[src/hdl/length_prefixed_frame_deframer_assert.svh]
// Assertion macros shared by the deframer RTL.
// Each macro expects clk_i and rst_ni in the scope where it is used.
`ifndef LENGTH_PREFIXED_FRAME_DEFRAMER_ASSERT_SVH
`define LENGTH_PREFIXED_FRAME_DEFRAMER_ASSERT_SVH

// The condition must hold in the same cycle as the trigger.
`define LPFD_ASSERT_SAME(lbl, trig, cond, msg) \
  lbl: assert property (@(posedge clk_i) disable iff (!rst_ni) (trig) |-> (cond)) \
    else $error(msg);

// The condition must hold in the cycle after the trigger.
`define LPFD_ASSERT_NEXT(lbl, trig, cond, msg) \
  lbl: assert property (@(posedge clk_i) disable iff (!rst_ni) (trig) |=> (cond)) \
    else $error(msg);

`endif

[src/hdl/lpfd_pkg.sv]
// Shared types and constants of the length-prefixed frame deframer.
// No dependencies; every other RTL file imports this package.
package lpfd_pkg;

  localparam int unsigned HEADER_BYTES = 32;
  localparam int unsigned HDR_CNT_W    = $clog2(HEADER_BYTES);

  // Byte offsets of the header fields.
  localparam logic [HDR_CNT_W-1:0] OFS_MAIN = HDR_CNT_W'(4);
  localparam logic [HDR_CNT_W-1:0] OFS_SUB  = HDR_CNT_W'(8);
  localparam logic [HDR_CNT_W-1:0] OFS_LEN  = HDR_CNT_W'(12);
  localparam logic [HDR_CNT_W-1:0] OFS_SEQ  = HDR_CNT_W'(16);
  localparam logic [HDR_CNT_W-1:0] OFS_TS   = HDR_CNT_W'(24);
  localparam logic [HDR_CNT_W-1:0] HDR_LAST = HDR_CNT_W'(HEADER_BYTES - 1);

  localparam int unsigned FIFO_DEPTH = 2;
  localparam int unsigned ADDR_W     = 3;

  localparam logic [31:0] SYNC_WORD_RESET   = 32'd0;
  localparam logic [31:0] MAX_PAYLOAD_RESET = 32'd3145696;

  typedef enum logic [1:0] {
    ST_DATA  = 2'd0,
    ST_EMPTY = 2'd1,
    ST_SYNC  = 2'd2,
    ST_LEN   = 2'd3
  } status_e;

  typedef struct packed {
    logic [31:0] sync_word;
    logic [31:0] max_payload_bytes;
  } cfg_t;

  typedef struct packed {
    logic [7:0]  payload_byte;
    logic [31:0] main_type;
    logic [31:0] sub_type;
    logic [63:0] frame_sequence;
    logic [63:0] frame_timestamp;
    status_e     status;
    logic        frame_end;
  } result_t;

endpackage

[src/hdl/lpfd_cfg_regs.sv]
// APB-style configuration registers: sync word and maximum payload length.
// Depends on lpfd_pkg.
module lpfd_cfg_regs (
  input  logic                        clk_i,
  input  logic                        rst_ni,
  input  logic                        psel,
  input  logic                        penable,
  input  logic                        pwrite,
  input  logic [lpfd_pkg::ADDR_W-1:0] paddr,
  input  logic [31:0]                 pwdata,
  output logic [31:0]                 prdata,
  output logic                        pready,
  output lpfd_pkg::cfg_t              cfg_o
);
  import lpfd_pkg::*;

  localparam logic REG_SYNC_WORD   = 1'b0;
  localparam logic REG_MAX_PAYLOAD = 1'b1;

  logic [31:0] sync_q, sync_d;
  logic [31:0] max_q, max_d;
  logic        wr_en;
  logic        reg_idx;

  assign pready  = 1'b1;
  assign wr_en   = psel && penable && pwrite && pready;
  assign reg_idx = paddr[2];

  always_comb begin
    sync_d = sync_q;
    max_d  = max_q;
    prdata = '0;
    unique case (reg_idx)
      REG_SYNC_WORD: begin
        prdata = sync_q;
        if (wr_en) sync_d = pwdata;
      end
      REG_MAX_PAYLOAD: begin
        prdata = max_q;
        if (wr_en) max_d = pwdata;
      end
      default: prdata = '0;
    endcase
  end

  always_ff @(posedge clk_i or negedge rst_ni) begin
    if (!rst_ni) begin
      sync_q <= SYNC_WORD_RESET;
      max_q  <= MAX_PAYLOAD_RESET;
    end else begin
      sync_q <= sync_d;
      max_q  <= max_d;
    end
  end

  assign cfg_o.sync_word         = sync_q;
  assign cfg_o.max_payload_bytes = max_q;

endmodule

[src/hdl/lpfd_core.sv]
// Header capture, sync and length checks and payload tagging, one byte per cycle while accept_i is high.
// Depends on lpfd_pkg and length_prefixed_frame_deframer_assert.svh.
`include "length_prefixed_frame_deframer_assert.svh"

module lpfd_core (
  input  logic              clk_i,
  input  logic              rst_ni,
  input  lpfd_pkg::cfg_t    cfg_i,
  input  logic              accept_i,
  input  logic [7:0]        data_byte_i,
  output logic              res_valid_o,
  output lpfd_pkg::result_t res_o
);
  import lpfd_pkg::*;

  localparam logic PHASE_HEADER  = 1'b0;
  localparam logic PHASE_PAYLOAD = 1'b1;

  logic                 phase_q, phase_d;
  logic [HDR_CNT_W-1:0] hcnt_q, hcnt_d;
  logic [31:0]          flag_q, flag_d;
  logic [31:0]          main_q, main_d;
  logic [31:0]          sub_q, sub_d;
  logic [63:0]          seq_q, seq_d;
  logic [63:0]          ts_q, ts_d;
  logic [31:0]          rem_q, rem_d;
  logic                 emit;
  result_t              res;

  always_comb begin
    phase_d = phase_q;
    hcnt_d  = hcnt_q;
    flag_d  = flag_q;
    main_d  = main_q;
    sub_d   = sub_q;
    seq_d   = seq_q;
    ts_d    = ts_q;
    rem_d   = rem_q;
    emit    = 1'b0;
    res     = '0;

    if (phase_q == PHASE_PAYLOAD) begin
      rem_d                = rem_q - 32'd1;
      emit                 = 1'b1;
      res.payload_byte     = data_byte_i;
      res.main_type        = main_q;
      res.sub_type         = sub_q;
      res.frame_sequence   = seq_q;
      res.frame_timestamp  = ts_q;
      res.status           = ST_DATA;
      res.frame_end        = (rem_d == 32'd0);
      if (rem_d == 32'd0) phase_d = PHASE_HEADER;
    end else begin
      // Each header byte lands in its lane of the field it belongs to.
      if (hcnt_q < OFS_MAIN) begin
        flag_d[{hcnt_q[1:0], 3'b000} +: 8] = data_byte_i;
      end else if (hcnt_q < OFS_SUB) begin
        main_d[{hcnt_q[1:0], 3'b000} +: 8] = data_byte_i;
      end else if (hcnt_q < OFS_LEN) begin
        sub_d[{hcnt_q[1:0], 3'b000} +: 8] = data_byte_i;
      end else if (hcnt_q < OFS_SEQ) begin
        rem_d[{hcnt_q[1:0], 3'b000} +: 8] = data_byte_i;
      end else if (hcnt_q < OFS_TS) begin
        seq_d[{hcnt_q[2:0], 3'b000} +: 8] = data_byte_i;
      end else begin
        ts_d[{hcnt_q[2:0], 3'b000} +: 8] = data_byte_i;
      end

      hcnt_d = hcnt_q + 1'b1;

      if ((hcnt_q == OFS_MAIN - 1'b1) && (flag_d != cfg_i.sync_word)) begin
        hcnt_d        = '0;
        emit          = 1'b1;
        res.status    = ST_SYNC;
        res.frame_end = 1'b1;
      end else if ((hcnt_q == OFS_SEQ - 1'b1) && (rem_d > cfg_i.max_payload_bytes)) begin
        hcnt_d        = '0;
        emit          = 1'b1;
        res.main_type = main_q;
        res.sub_type  = sub_q;
        res.status    = ST_LEN;
        res.frame_end = 1'b1;
      end else if (hcnt_q == HDR_LAST) begin
        hcnt_d = '0;
        if (rem_q == 32'd0) begin
          // A frame without payload still reports its header once.
          emit                = 1'b1;
          res.main_type       = main_q;
          res.sub_type        = sub_q;
          res.frame_sequence  = seq_q;
          res.frame_timestamp = ts_d;
          res.status          = ST_EMPTY;
          res.frame_end       = 1'b1;
        end else begin
          phase_d = PHASE_PAYLOAD;
        end
      end
    end
  end

  always_ff @(posedge clk_i or negedge rst_ni) begin
    if (!rst_ni) begin
      phase_q <= PHASE_HEADER;
      hcnt_q  <= '0;
      rem_q   <= '0;
    end else if (accept_i) begin
      phase_q <= phase_d;
      hcnt_q  <= hcnt_d;
      rem_q   <= rem_d;
    end
  end

  always_ff @(posedge clk_i) begin
    if (accept_i) begin
      flag_q <= flag_d;
      main_q <= main_d;
      sub_q  <= sub_d;
      seq_q  <= seq_d;
      ts_q   <= ts_d;
    end
  end

  assign res_valid_o = accept_i && emit;
  assign res_o       = res;

  `LPFD_ASSERT_SAME(a_payload_count_idle, phase_q == PHASE_PAYLOAD, hcnt_q == '0, "header count must be zero during payload")
  `LPFD_ASSERT_SAME(a_payload_rem_nonzero, phase_q == PHASE_PAYLOAD, rem_q != 32'd0, "payload phase with nothing left to pass")
  `LPFD_ASSERT_SAME(a_sync_err_place, res_valid_o && (res_o.status == ST_SYNC), hcnt_q == OFS_MAIN - 1'b1, "sync error away from the end of the sync word")
  `LPFD_ASSERT_NEXT(a_last_byte_ends, accept_i && (phase_q == PHASE_PAYLOAD) && (rem_q == 32'd1), phase_q == PHASE_HEADER, "last payload byte did not return to header phase")

endmodule

[src/hdl/lpfd_out_fifo.sv]
// Small result queue that decouples the output handshake from the input.
// Depends on lpfd_pkg and length_prefixed_frame_deframer_assert.svh.
`include "length_prefixed_frame_deframer_assert.svh"

module lpfd_out_fifo #(
  parameter int unsigned Depth = lpfd_pkg::FIFO_DEPTH
) (
  input  logic              clk_i,
  input  logic              rst_ni,
  input  logic              push_i,
  input  lpfd_pkg::result_t data_i,
  output logic              full_o,
  output logic              out_valid_o,
  input  logic              out_stall_i,
  output lpfd_pkg::result_t data_o
);
  import lpfd_pkg::*;

  localparam int unsigned PtrW = (Depth > 1) ? $clog2(Depth) : 1;
  localparam int unsigned CntW = $clog2(Depth + 1);
  localparam logic [PtrW-1:0] PtrLast = PtrW'(Depth - 1);
  localparam logic [CntW-1:0] CntFull = CntW'(Depth);

  result_t         mem_q [Depth];
  logic [PtrW-1:0] wr_ptr_q, wr_ptr_d;
  logic [PtrW-1:0] rd_ptr_q, rd_ptr_d;
  logic [CntW-1:0] count_q, count_d;
  logic            pop;

  assign pop         = out_valid_o && !out_stall_i;
  assign out_valid_o = (count_q != '0);
  assign full_o      = (count_q == CntFull);
  assign data_o      = mem_q[rd_ptr_q];

  always_comb begin
    wr_ptr_d = wr_ptr_q;
    rd_ptr_d = rd_ptr_q;
    count_d  = count_q;
    if (push_i) wr_ptr_d = (wr_ptr_q == PtrLast) ? '0 : wr_ptr_q + 1'b1;
    if (pop)    rd_ptr_d = (rd_ptr_q == PtrLast) ? '0 : rd_ptr_q + 1'b1;
    if (push_i && !pop)      count_d = count_q + 1'b1;
    else if (pop && !push_i) count_d = count_q - 1'b1;
  end

  always_ff @(posedge clk_i or negedge rst_ni) begin
    if (!rst_ni) begin
      wr_ptr_q <= '0;
      rd_ptr_q <= '0;
      count_q  <= '0;
    end else begin
      wr_ptr_q <= wr_ptr_d;
      rd_ptr_q <= rd_ptr_d;
      count_q  <= count_d;
    end
  end

  always_ff @(posedge clk_i) begin
    if (push_i) mem_q[wr_ptr_q] <= data_i;
  end

  `LPFD_ASSERT_SAME(a_no_overflow, push_i, count_q != CntFull, "result pushed into a full queue")
  `LPFD_ASSERT_SAME(a_count_bound, 1'b1, count_q <= CntFull, "queue count beyond its depth")
  `LPFD_ASSERT_NEXT(a_count_grows, push_i && !pop, count_q == $past(count_q) + 1'b1, "push without pop did not raise the count")

endmodule

[src/hdl/length_prefixed_frame_deframer.sv]
// Top level of the length-prefixed frame deframer.
// Depends on lpfd_pkg, lpfd_cfg_regs, lpfd_core and lpfd_out_fifo.
//
//   port group     direction  handshake               payload
//   in             to block   in_valid_i/in_stall_o   data_byte_i
//   out            from block out_valid_o/out_stall_i payload_byte_o .. frame_end_o
//   configuration  to block   psel/penable/pwrite     paddr, pwdata, prdata
//
// One byte word is accepted per cycle while in_stall_o is low; a result that a byte
// causes is written into the registered result queue when its byte is accepted.
// The header counter and field registers are updated once per accepted byte.
// Reset clears the phase, header count, byte counter and result queue.
// A result queue of FifoDepth entries (two by default) holds results while out_stall_i is high; in_stall_o
// rises only when that queue is full.
module length_prefixed_frame_deframer #(
  parameter int unsigned FifoDepth = lpfd_pkg::FIFO_DEPTH
) (
  input  logic                        clk_i,
  input  logic                        rst_ni,
  input  logic                        in_valid_i,
  output logic                        in_stall_o,
  input  logic [7:0]                  data_byte_i,
  output logic                        out_valid_o,
  input  logic                        out_stall_i,
  output logic [7:0]                  payload_byte_o,
  output logic [31:0]                 main_type_o,
  output logic [31:0]                 sub_type_o,
  output logic [63:0]                 frame_sequence_o,
  output logic [63:0]                 frame_timestamp_o,
  output logic [1:0]                  status_o,
  output logic                        frame_end_o,
  input  logic                        psel,
  input  logic                        penable,
  input  logic                        pwrite,
  input  logic [lpfd_pkg::ADDR_W-1:0] paddr,
  input  logic [31:0]                 pwdata,
  output logic [31:0]                 prdata,
  output logic                        pready
);
  import lpfd_pkg::*;

  cfg_t    cfg;
  result_t core_res;
  result_t out_res;
  logic    core_valid;
  logic    accept;
  logic    full;

  assign in_stall_o = full;
  assign accept     = in_valid_i && !in_stall_o;

  lpfd_cfg_regs u_cfg (
    .clk_i   (clk_i),
    .rst_ni  (rst_ni),
    .psel    (psel),
    .penable (penable),
    .pwrite  (pwrite),
    .paddr   (paddr),
    .pwdata  (pwdata),
    .prdata  (prdata),
    .pready  (pready),
    .cfg_o   (cfg)
  );

  lpfd_core u_core (
    .clk_i       (clk_i),
    .rst_ni      (rst_ni),
    .cfg_i       (cfg),
    .accept_i    (accept),
    .data_byte_i (data_byte_i),
    .res_valid_o (core_valid),
    .res_o       (core_res)
  );

  lpfd_out_fifo #(
    .Depth (FifoDepth)
  ) u_out_fifo (
    .clk_i       (clk_i),
    .rst_ni      (rst_ni),
    .push_i      (core_valid),
    .data_i      (core_res),
    .full_o      (full),
    .out_valid_o (out_valid_o),
    .out_stall_i (out_stall_i),
    .data_o      (out_res)
  );

  assign payload_byte_o    = out_res.payload_byte;
  assign main_type_o       = out_res.main_type;
  assign sub_type_o        = out_res.sub_type;
  assign frame_sequence_o  = out_res.frame_sequence;
  assign frame_timestamp_o = out_res.frame_timestamp;
  assign status_o          = out_res.status;
  assign frame_end_o       = out_res.frame_end;

endmodule
[config.mk]
export PLATFORM = sky130hd
export DESIGN_NAME = length_prefixed_frame_deframer
export DESIGN_NICKNAME = d
export VERILOG_FILES = /design/src/hdl/lpfd_pkg.sv /design/src/hdl/lpfd_cfg_regs.sv /design/src/hdl/lpfd_core.sv /design/src/hdl/lpfd_out_fifo.sv /design/src/hdl/length_prefixed_frame_deframer.sv
export VERILOG_INCLUDE_DIRS = /design/src /design/src/hdl
export SDC_FILE = /design/constraint.sdc
export NUM_CORES = 1
export LEC_CHECK = 0
export BUFFER_PORTS_ARGS = -buffer_cell sky130_fd_sc_hd__buf_2
export CORE_MARGIN = 3
export CORE_UTILIZATION = 40
export DETAILED_ROUTE_END_ITERATION = 8
export PLACE_DENSITY_LB_ADDON = 0.08
export SLEW_MARGIN = 20
export SYNTH_ARGS = -nofsm -noshare
export SYNTH_HDL_FRONTEND = slang
export SYNTH_HIERARCHICAL = 1
export SYNTH_SLANG_ARGS = --single-unit
[constraint.sdc]
create_clock -name clk_i -period 18.2 [get_ports clk_i]
set_input_delay 3.64 -clock clk_i [delete_from_list [all_inputs] [get_ports clk_i]]
set_output_delay 3.64 -clock clk_i [all_outputs]
set_load 0.03 [all_outputs]
==> results list, run 1 <==
- The flow ran to the end, and the final reports show no timing, DRC or antenna violations.
- Total global routing overflow: 0
- The design draws 6300 uW.
- Required arrival time at the worst endpoint: 18.45 ns
* TritonCTS clock tree: done
- EDFF count, synth: 630
- The longest clock path from root to sink contains 3 buffers.
- In this run, distinct cell masters in the synthesized netlist total 74.
- Setup violations remaining at the end of the flow were counted as 0.
- Die ar.: 88,400 sq um
- The initial antenna violation count is 11.
- CTS placed an instance of sky130_fd_sc_hd__clkbuf_16 at the clock tree root.
- Clock latency at the later pin of the worst-skew pair: 0.63 ns
- The die is 297 um tall.
- By area the synthesized netlist is led by sky130_fd_sc_hd__edfxtp_1, sky130_fd_sc_hd__mux2_4, sky130_fd_sc_hd__dfrtp_1.
* Final period demand of the worst path: 9.49 ns
- For this run, the detailed router's first-pass iteration total came to 7.
- The final number of max-transition violations came to 0.
* Highest net fanout along the worst path: 61
* Worst setup timing slack at the placement stage: 8.11 ns
* Remaining DRCs: 0
* RSZ-0062 raised after global routing: false
- Clock buffer count from CTS: 80
- After technology mapping, the gate count stands at 2,460.
- Clock tree skew after final layout: 0.0237 ns
- Syn avg cell area: 13.8 sq um
* Startpoint types: primary input
- Synth top area share: 55.8%
* Width of the die: 297 um
- Wires add up to 91,200 um.
- Cells with a size suffix above 1 make up 29.0% of the layout.
* Total power divided by cell area: 162 nW/um^2
- Critical path endpoint category: flip-flop
- Once routing completed, OpenROAD measured the worst setup slack at 8.71 ns.
- Average via count per standard cell: 5.21
- Static leakage power: 0.0152 uW
- Total clock sinks: 736
- For this design the top-level I/O count stands at 288.
- Hold crit path type: flip-flop to flip-flop
- Hold repair after CTS inserted 0 buffers.
- # Post-CTS Setup Buffers: 0
- Total standard cell area after synthesis: 33,900 sq um
- Yosys instantiated no cell more often than sky130_fd_sc_hd__edfxtp_1.
- Actual slew at the worst max-slew pin: 1.20 ns
- Final weighted congestion in routability-driven placement: 0.925
- Once the floorplan was initialized, standard cells occupied 40.5% of the core.
* Count of max-cap constraint violations: 0
* Post-DP HPWL: 62,800 um
- Port buffering added 284 buffers.
- Via count of the first global-routing pass: 20,316
- Area growth from synthesis to final layout: 14.7%
- Number of antenna-violating nets in the routed design: 0
- In this run, the number of DRC markers left after iteration 0 of detailed routing was 1,654.
* Main flop type after synthesis: sky130_fd_sc_hd__edfxtp_1
- Clock-pin slew was measured on the worst setup and hold paths at 0.06 ns.
- Final-report hold violation count: 0
* Portion of the clock cycle consumed by the worst path in the final layout: 52.1%
- Timing would allow up to 0.105 GHz.
- Wire per inst: 23.3 um
- Synthesis produced a netlist with a net count of 2,553.
* Top cell type by total area after synthesis: sky130_fd_sc_hd__edfxtp_1
* Area used by multi-input combinational logic: 11,100 sq um
- Across the VDD grid, the largest voltage drop is 0.127 mV.
* Fraction of synthesis flops using an asynchronous set or reset pin: 14.4%
- Number of register bits inferred by synthesis: 736
* Category of the critical setup timing path: primary input to flip-flop
* CTS-repair resized insts: 0
* Sequential element share of the synthesized area: 63.6%
* Core outline area: 83,800 sq um
- The commonest cells after synthesis are sky130_fd_sc_hd__edfxtp_1, sky130_fd_sc_hd__nand2_1, sky130_fd_sc_hd__mux2_4, sky130_fd_sc_hd__mux2_2, sky130_fd_sc_hd__nor2b_1.
- Total number of vias: 20,370
- The worst pin sits at a relative slew slack of 19.5%.
- Filler instances: 7,592
- Yosys printed 6 warnings.
- WP data arrival: 9.73 ns
- The H-tree generated during clock tree synthesis spans 3 levels.
- Total number of nets in the final design: 2,801
* Global-route usage over all layers: 20.2%
* Total negative slack for setup checks: 0 ns
- Number of placement rows: 106
* Global-route wire length before repair: 134,000 um
- Summing all flip-flop and latch instances after layout gives 21,600 sq um.
- Pin count of the biggest net entering global routing: 149
==> placed cells by master (no fill, tap or decap), drive strengths merged, types with 45 or more instances in the layout <==
cell,count
edfxtp,630
mux2,334
buf,309
nand2,256
nor2b,139
o21ai,136
inv,130
clkbuf,104
dfrtp,90
nor2,88
a21oi,54
and2,45
==> report_power, final <==
part	switching [uW]	internal [uW]	total (uW)	leakage [uW]
combinational	1540	766	2300	0.00687
sequential	190	2200	2390	0.00709
clock	657	945	1600	0.00128
total	2390	3910	6300	0.0152
==> state kept, by name (all words and copies together), names as in the netlist <==
register and count:
u_core/phase_q 1, u_core/flag_q 32, u_out_fifo/rd_ptr_q 1, u_out_fifo/wr_ptr_q 1
u_out_fifo/mem_q 406, u_core/sub_q 32, u_cfg/sync_q 32, u_core/rem_q 32
u_core/seq_q 64, u_core/main_q 32, u_core/hcnt_q 5, u_out_fifo/count_q 2
u_core/ts_q 64, u_cfg/max_q 32
==> layer usage <==
layer / wire length (um) / global-route usage, % / vias up
li1: - / - / 9433
met1: 42500 / 29.6 / 10132
met2: 40500 / 30.6 / 670
met3: 5640 / 3.59 / 135
met4: 2470 / 6.32 / 0
met5: 0 / 0 / -
==> area by class of cell <==
| class | count | share of cell area (%) |
|---|---|---|
| clock inverters | 40 | 1.09 |
| inverters | 130 | 1.26 |
| multi-input cells | 1451 | 28.6 |
| well taps | 1134 | 3.65 |
| flip-flops and latches | 736 | 55.5 |
| repair buffers | 309 | 4.26 |
| clock buffers | 104 | 5.59 |
| diodes | 6 | 0.0386 |
==> metrics by stage <==
| stage | hold WS, ns | instance area (sq um) | std cells | utilization [%] |
|---|---|---|---|---|
| floorplan | 0.447 | 33900 | 2460 | - |
| global placement | 0.462 | 36300 | 3759 | 43.3 |
| detailed placement | 0.466 | 36300 | 3760 | 43.3 |
| CTS | 0.478 | 38900 | 3904 | 46.4 |
| global route | 0.488 | 38900 | 3906 | 46.4 |
| finish | 0.482 | 38900 | 3910 | 46.4 |
==> cell families after synthesis <==
logic type	Yosys count	synth area share (%)
adder cells (fa/ha/maj)	43	1.59
AND/OR/NAND/NOR	702	10.5
multiplexers	365	14.1
flip-flops	736	63.6
AO/OA/AOI/OAI	299	5.41
XOR/XNOR	41	1.06
other	1	0.0111
buffers and inverters	273	3.67
==> worst max-delay path: stages <==
cell,delay [ns]
sky130_fd_sc_hd__buf_2,0.42
sky130_fd_sc_hd__nor2b_1,0.35
sky130_fd_sc_hd__nand2_1,0.11
sky130_fd_sc_hd__o21ai_0,0.58
sky130_fd_sc_hd__ha_1,0.24
sky130_fd_sc_hd__nand4_1,0.10
sky130_fd_sc_hd__or2_2,0.30
sky130_fd_sc_hd__nor2_1,0.27
sky130_fd_sc_hd__o31ai_1,0.12
sky130_fd_sc_hd__and4_1,0.26
sky130_fd_sc_hd__or2_2,0.45
sky130_fd_sc_hd__and2_1,0.22
sky130_fd_sc_hd__a31oi_1,0.40
sky130_fd_sc_hd__and2_4,0.69
sky130_fd_sc_hd__buf_4,0.82
sky130_fd_sc_hd__buf_4,0.64
==> path summary, 6_finish.rpt <==
check	from	endpoint	slack (ns)	cells after the start
hold / removal	u_out_fifo/count_q[1]$_DFFE_PN0P_	u_out_fifo/count_q[1]$_DFFE_PN0P_	0.48	1
setup / recovery	data_byte_i[6]	u_out_fifo/mem_q[1][27]$_DFFE_PP_	8.71	16
max in group asynchronous	rst_ni	u_out_fifo/rd_ptr_q$_DFFE_PN0P_	13.86	2
setup reg to reg	u_core/hcnt_q[0]$_DFFE_PN0P_	u_out_fifo/mem_q[1][27]$_DFFE_PP_	9.75	18
min in group asynchronous	rst_ni	u_cfg/sync_q[10]$_DFFE_PN0P_	3.15	1
hold reg to reg	u_out_fifo/count_q[1]$_DFFE_PN0P_	u_out_fifo/count_q[1]$_DFFE_PN0P_	0.48	1
Power figures use the tool's default switching activity.
==> run 2, diff against run 1 <==
==> constraint.sdc (replaced) <==
create_clock -name clk_i -period 7.9 [get_ports clk_i]
set_input_delay 1.58 -clock clk_i [delete_from_list [all_inputs] [get_ports clk_i]]
set_output_delay 1.58 -clock clk_i [all_outputs]
set_load 0.03 [all_outputs]
==> results list, run 2 (synthesis results as in run 1) <==
- The final number of max-transition violations came to 0.
* Global-route wire length before repair: 136,000 um
- Before antenna repair, the detailed router went through 5 iterations.
- For the finished layout, the period the worst path requires is 6.73 ns.
* Global-route usage over all layers: 20.4%
* Filler instances: 7,651
* Worst supply voltage drop on vdd: 0.252 mV
- RSZ-0062 raised after global routing: false
* Clock Tree Root: sky130_fd_sc_hd__clkbuf_16
- Input and output buffers added on the ports amount to 284.
- Largest registers: u_out_fifo/mem_q: 406 flops, u_core/seq_q: 64 flops, u_core/ts_q: 64 flops
* Leading cell type in the layout, fill and taps excluded: sky130_fd_sc_hd__edfxtp_1
- Once the floorplan was initialized, standard cells occupied 40.5% of the core.
- Busiest metal layer after global routing: met2
- Global routing finished with a remaining overflow of 0.
- Share of the core filled with cells in the final layout: 46.5%
- Global routing consumed, on the met3 layer, 3.41% of the routing resources.
- The tool flagged a number of max-cap violations equal to 0.
- Setup violations remaining at the end of the flow were counted as 0.
- The tightest min-delay check is of the flip-flop to flip-flop type.
* Final-report hold violation count: 0
* Final weighted congestion in routability-driven placement: 0.924
- In this run the remaining antenna-violating nets after routing total 0.
* Core outline area: 83,800 sq um
- Inst Count DP: 3,766
- The H-tree was split into 3 levels.
- The routed layout has 20,554 vias.
- Pin count of the biggest net entering global routing: 115
* Hold-fix buffers, CTS: 0
- Fraction of layout cells with a size suffix above 1: 29.1%
- Width of the die: 297 um
- In this run the power density over the cells is 373 nW/um^2.
- Via count of the first global-routing pass: 20,302
- The clock passes through at most 3 buffers.
- 288 I/O pins were placed.
- In the routed layout, each cell is associated on average with a via count of 5.25.
- Largest register by flop count: u_out_fifo/mem_q
* Met1 track demand over resource in global routing: 30.1%
- The library cells used most frequently in the layout, excluding fill and tap cells, are sky130_fd_sc_hd__edfxtp_1, sky130_fd_sc_hd__buf_2, sky130_fd_sc_hd__nand2_1.
* Category of the critical setup timing path: flip-flop to flip-flop
- For the worst setup path, the data required time is 8.18 ns.
- Startpoint types: flip-flop
- Wire per inst: 23.5 um
* TritonCTS clock tree: done
* Clock latency at the later pin of the worst-skew pair: 0.64 ns
- Final setup slack of the worst path: 1.17 ns
- Wires add up to 92,000 um.
- Height of the chip: 297 um
* Clock tree skew after final layout: 0.0304 ns
- Post-DP HPWL: 63,500 um
- Worst setup timing slack at the placement stage: 1.28 ns
- At the worst endpoint, the arrival time is 7.01 ns.
- Setup total negative slack on the finished layout was measured at 0 ns.
* Slew Limit Headroom: 34.7%
* Total number of nets in the final design: 2,807
* Outcome: complete, no violations
- Die ar.: 88,400 sq um
- Counting the buffers created by CTS gives 80.
- In this run, post-CTS repair resized a total of 0 instances.
* Actual slew at the worst max-slew pin: 0.980 ns
* Remaining DRCs: 0
* Total clock sinks: 736
- Global routing consumed, on the met2 layer, 31.2% of the routing resources.
- Derived from the worst setup path, the maximum achievable clock frequency is 0.149 GHz.
* Number of placement rows: 106
- Hold Slack: 0.515 ns
- After clock tree synthesis, the setup repair step added 0 buffers.
- Clock edge transition at the registers on the reported setup and hold paths: 0.06 ns
* Starting DRC count in detailed routing: 1,726
- STA classifies the critical path endpoint as a flip-flop.
- The analysis attributes to cell leakage a power of 0.0153 uW.
- After layout, the worst path uses 85.2% of the clock period.
- The area growth from synthesis to layout is 14.9%.
- The initial antenna violation count is 7.
* Highest net fanout along the worst path: 59
* Flip-flop count of the largest register, all copies and words added: 406
* Post-Layout Cell Count: 3,918
-- run 2: critical path: stages, from the launching register on --
cell                        delay (ns)
sky130_fd_sc_hd__dfrtp_1          0.43
sky130_fd_sc_hd__inv_1            0.14
sky130_fd_sc_hd__ha_1             0.91
sky130_fd_sc_hd__inv_1            0.25
sky130_fd_sc_hd__nor2_1           0.56
sky130_fd_sc_hd__nand2_1          0.16
sky130_fd_sc_hd__o21ai_0          0.39
sky130_fd_sc_hd__ha_1             0.21
sky130_fd_sc_hd__nand3_1          0.07
sky130_fd_sc_hd__or2_2            0.31
sky130_fd_sc_hd__a2111oi_0        0.49
sky130_fd_sc_hd__o31ai_1          0.10
sky130_fd_sc_hd__and4_1           0.25
sky130_fd_sc_hd__or2_2            0.46
sky130_fd_sc_hd__and2_1           0.23
sky130_fd_sc_hd__a31oi_1          0.40
sky130_fd_sc_hd__nor2b_4          0.54
sky130_fd_sc_hd__buf_12           0.38
-- run 2: per-stage QoR --
stage	area (sq um)	power, uW
2_1_floorplan	33900	9240
3_3_place_gp	36400	10800
3_5_place_dp	36400	10900
4_1_cts	39000	14700
5_1_grt	39000	15300
6_report	39000	14500
-- run 2: power by group --
part	internal, uW	switching [uW]	leakage (uW)
clock	2140	1570	0.00127
sequential	5070	455	0.00709
combinational	1770	3540	0.00691
-- run 2: final timing paths --
| path | from | to | slack, ns | cells after the start |
|---|---|---|---|---|
| min in group asynchronous | rst_ni | u_cfg/sync_q[12]$_DFFE_PN0P_ | 0.93 | 1 |
| setup reg to reg | u_core/hcnt_q[1]$_DFFE_PN0P_ | u_out_fifo/mem_q[0][35]$_DFFE_PP_ | 1.17 | 17 |
| hold reg to reg | u_out_fifo/count_q[1]$_DFFE_PN0P_ | u_out_fifo/count_q[1]$_DFFE_PN0P_ | 0.52 | 1 |
| hold / removal | u_out_fifo/count_q[1]$_DFFE_PN0P_ | u_out_fifo/count_q[1]$_DFFE_PN0P_ | 0.52 | 1 |
| setup / recovery | u_core/hcnt_q[1]$_DFFE_PN0P_ | u_out_fifo/mem_q[0][35]$_DFFE_PP_ | 1.17 | 17 |
| max in group asynchronous | rst_ni | u_out_fifo/rd_ptr_q$_DFFE_PN0P_ | 5.46 | 2 |
-- run 2: layer usage --
layer / vias to the layer above / share of wire (%)
met5: - / 0
met4: 0 / 1.9
met3: 119 / 6.7
met2: 713 / 45
met1: 10282 / 46
li1: 9440 / -
-- run 2: cell type report --
type	count	area, sq um	area share, %
antenna	3	7.51	0.0193
clock buffer	101	2100	5.39
clock inverter	48	494	1.27
inverter	130	489	1.25
multi-input combinational	1451	11100	28.6
sequential	736	21600	55.4
tap	1134	1420	3.64
timing repair buffer	315	1740	4.47
